## config.mk

```make
export PLATFORM = sky130hd
export DESIGN_NAME = sdisp_cmp
export DESIGN_NICKNAME = d
export VERILOG_FILES = /design/src/sv/sdisp_cmp.sv
export SDC_FILE = /design/constraint.sdc
export NUM_CORES = 1
export LEC_CHECK = 0
export BUFFER_PORTS_ARGS = -buffer_cell sky130_fd_sc_hd__buf_4
export CORE_UTILIZATION = 42
export DETAILED_ROUTE_END_ITERATION = 6
export PLACE_DENSITY = 0.95
export SYNTH_ARGS = -nofsm -noshare
export SYNTH_HDL_FRONTEND = slang
export SYNTH_SLANG_ARGS = --single-unit
```

## constraint.sdc

```tcl
create_clock -name vclk -period 2.01
set_input_delay 0 -clock vclk [all_inputs]
set_output_delay 0 -clock vclk [all_outputs]
set_load 0.005 [all_outputs]
```

## src/sv/sdisp_cmp.sv

```systemverilog
// Shared stamp comparator: unsigned less-than and equality.
`timescale 1ns / 1ps
`default_nettype none
module sdisp_cmp #(
  parameter int W = 32
) (
  input  wire logic [W-1:0] a,
  input  wire logic [W-1:0] b,
  output logic              lt,
  output logic              eq
);
  assign lt = (a < b);
  assign eq = (a == b);
endmodule
`default_nettype wire

```

==> run summary <==
Max incr delay on CP = 520 ps
Cell Rows = 15
Sequential share of the synthesized area = 0
Syn Inst Count = 115
Yosys top cell area share = 0.495
Global route total overflow = 0
Routed len/inst = 9.67 um
Power Total = 0.233 mW
Antenna Nets Post-Route = 0
Crit Path Max Fanout = 2
Most used cell, CP = buf_4
DR vias = 998
Effective utilization at floorplan = 0.458
TritonRoute pass-1 iters = 4
Worst hold path type = primary input to output pin
Initial antenna violation count = 0
Area Overhead vs Synth = 65.2%
Leak = 0.827 nW
RSZ-0062 raised after global routing = false
Top cell family by delay on the critical path = compound AO/OA/AOI/OAI gates
Worst path slowest cell = or4b_1
Maximum VDD drop = 0.0993 mV
F_max = 0.528 GHz
Post-Syn Area = 808 um^2
Slew Limit Fails = 0
Routed WL = 1.99 mm
XOR/XNOR Fraction of Synth Area = 0
Hold_ws = 392 ps
Post-layout minimum cycle time = 1890 ps
Slew margin rel. = 0.798
Multiplexer area fraction after synthesis = 0
Die width = 45.9 um
Dpl hpwl = 1.92 mm
Arrival @ worst endpoint = 1890 ps
Final worst-path cycle share = 0.942
First-pass GRT wire length = 3.08 mm
Outcome = finished, final reports clean
Top cells by area, synth = ha_1, inv_1, a21oi_1
Seq_cells = 0
I/O pin cnt = 66
Worst-margin pin slew = 300 ps
Yosys cell types = 22
Largest net degree at the start of global routing = 4
Main combinational cell family by area after synthesis = adder cells
CP Buf/Inv Count = 2
# placed instances = 206
Placed Area = 1340 um^2
Complex-gate fraction of the synthesized area = 0.170
Die Y = 45.9 um
CORE AREA = 1760 um^2
Synth Area in Simple Gates = 0.186
Commonest cells post-synth = ha_1, inv_1, a21oi_1
Crit-path cells = buf_4, ha_1, a21oi_1, nor2_1, a211o_1, or4b_1, a2111oi_2, buf_4
IO Port Bufs = 66
Post-DR vias/cell = 4.84
Hold Vio Cnt, Final = 0
Max-Cap Viols = 0
CP endpoint kind = output pin
Number of synthesis warnings = 0
Vias in the first global route = 913
Initial drt markers = 2
Final setup fails = 0
Total Die Area = 2100 um^2
FF+latch area = 0 um^2
Finished Cell Area = 1340 um^2
Largest area contributor in the netlist = ha_1
Setup WS pre-CTS = 109 ps
Startpoint Class = primary input
CTS Hold Bufs = 0
DRC viols = 0
Setup slack after layout = 117 ps
Final net count = 279
Final core occ = 0.757
Non-filler cells, final = 206
Layout cells sized above 1 = 0.376
Setup Crit Path Kind = primary input to output pin
Clock buffers = 0
Critical Path RT = 2010 ps
Net count after synthesis = 211
Final setup TNS = 0 ps
Setup Fix Bufs, Post-CTS = 0
GPL Wtd Cong = 0.657
Cells resized by post-CTS repair = 0
Pwr/cell area = 174 nW/um^2
Ant. Diodes = 0
Syn avg cell area = 7.03 um^2
Adder-cell share of the synthesized area = 0.495
GRT Overall Usage = 0.188
layout make-up:
cell class | instances | area (um^2)
Inverter | 32 | 120
Multi-Input combinational cell | 83 | 688
Fill cell | 150 | 429
Tap cell | 25 | 31.3
Timing Repair Buffer | 66 | 495
path summary, 6_finish.rpt:
path | end | start | depth (start not counted) | slack, ps
max | lt | a[13] | 8 | 120
min | lt | a[31] | 4 | 390
layout by cell type, fill, tap and decap left out:
cell type / n
buf_4: 66
inv_1: 32
ha_1: 32
a21oi_1: 11
nand2_1: 9
nor2_1: 6
nand4_1: 4
o21ai_0: 3
and4_1: 2
nand3_1: 2
nor2b_1: 2
or3_1: 1
a21o_1: 1
a211o_1: 1
o211ai_1: 1
nor4_1: 1
a21boi_1: 1
nand2_2: 1
or4b_1: 1
o21ai_1: 1
a221oi_1: 1
a211oi_1: 1
a2111oi_2: 1
cells by family (layout without fill, tap and decap cells):
logic type	count (synthesis)	after routing
buffers and inverters	32	98
AOI/OAI and AO/OA	22	22
and+or+nand+nor	29	29
adders and majority gates	32	32
report_power, final:
part           switching [mW]  internal [mW]  leakage (nW)  total [mW]
clock                       0              0             0           0
combinational          0.0898          0.143         0.827       0.233
sequential                  0              0             0           0
routing by layer:
| metal | track usage | vias to the layer above | share of wire |
|---|---|---|---|
| met2 | 0.420 | 41 | 0.57 |
| li1 | - | 527 | - |
| met5 | 0 | - | 0 |
| met1 | 0.179 | 428 | 0.35 |
| met4 | 0.0294 | 0 | 0.0080 |
| met3 | 0.0119 | 2 | 0.068 |
No activity file was read; power rests on OpenSTA's default activity.
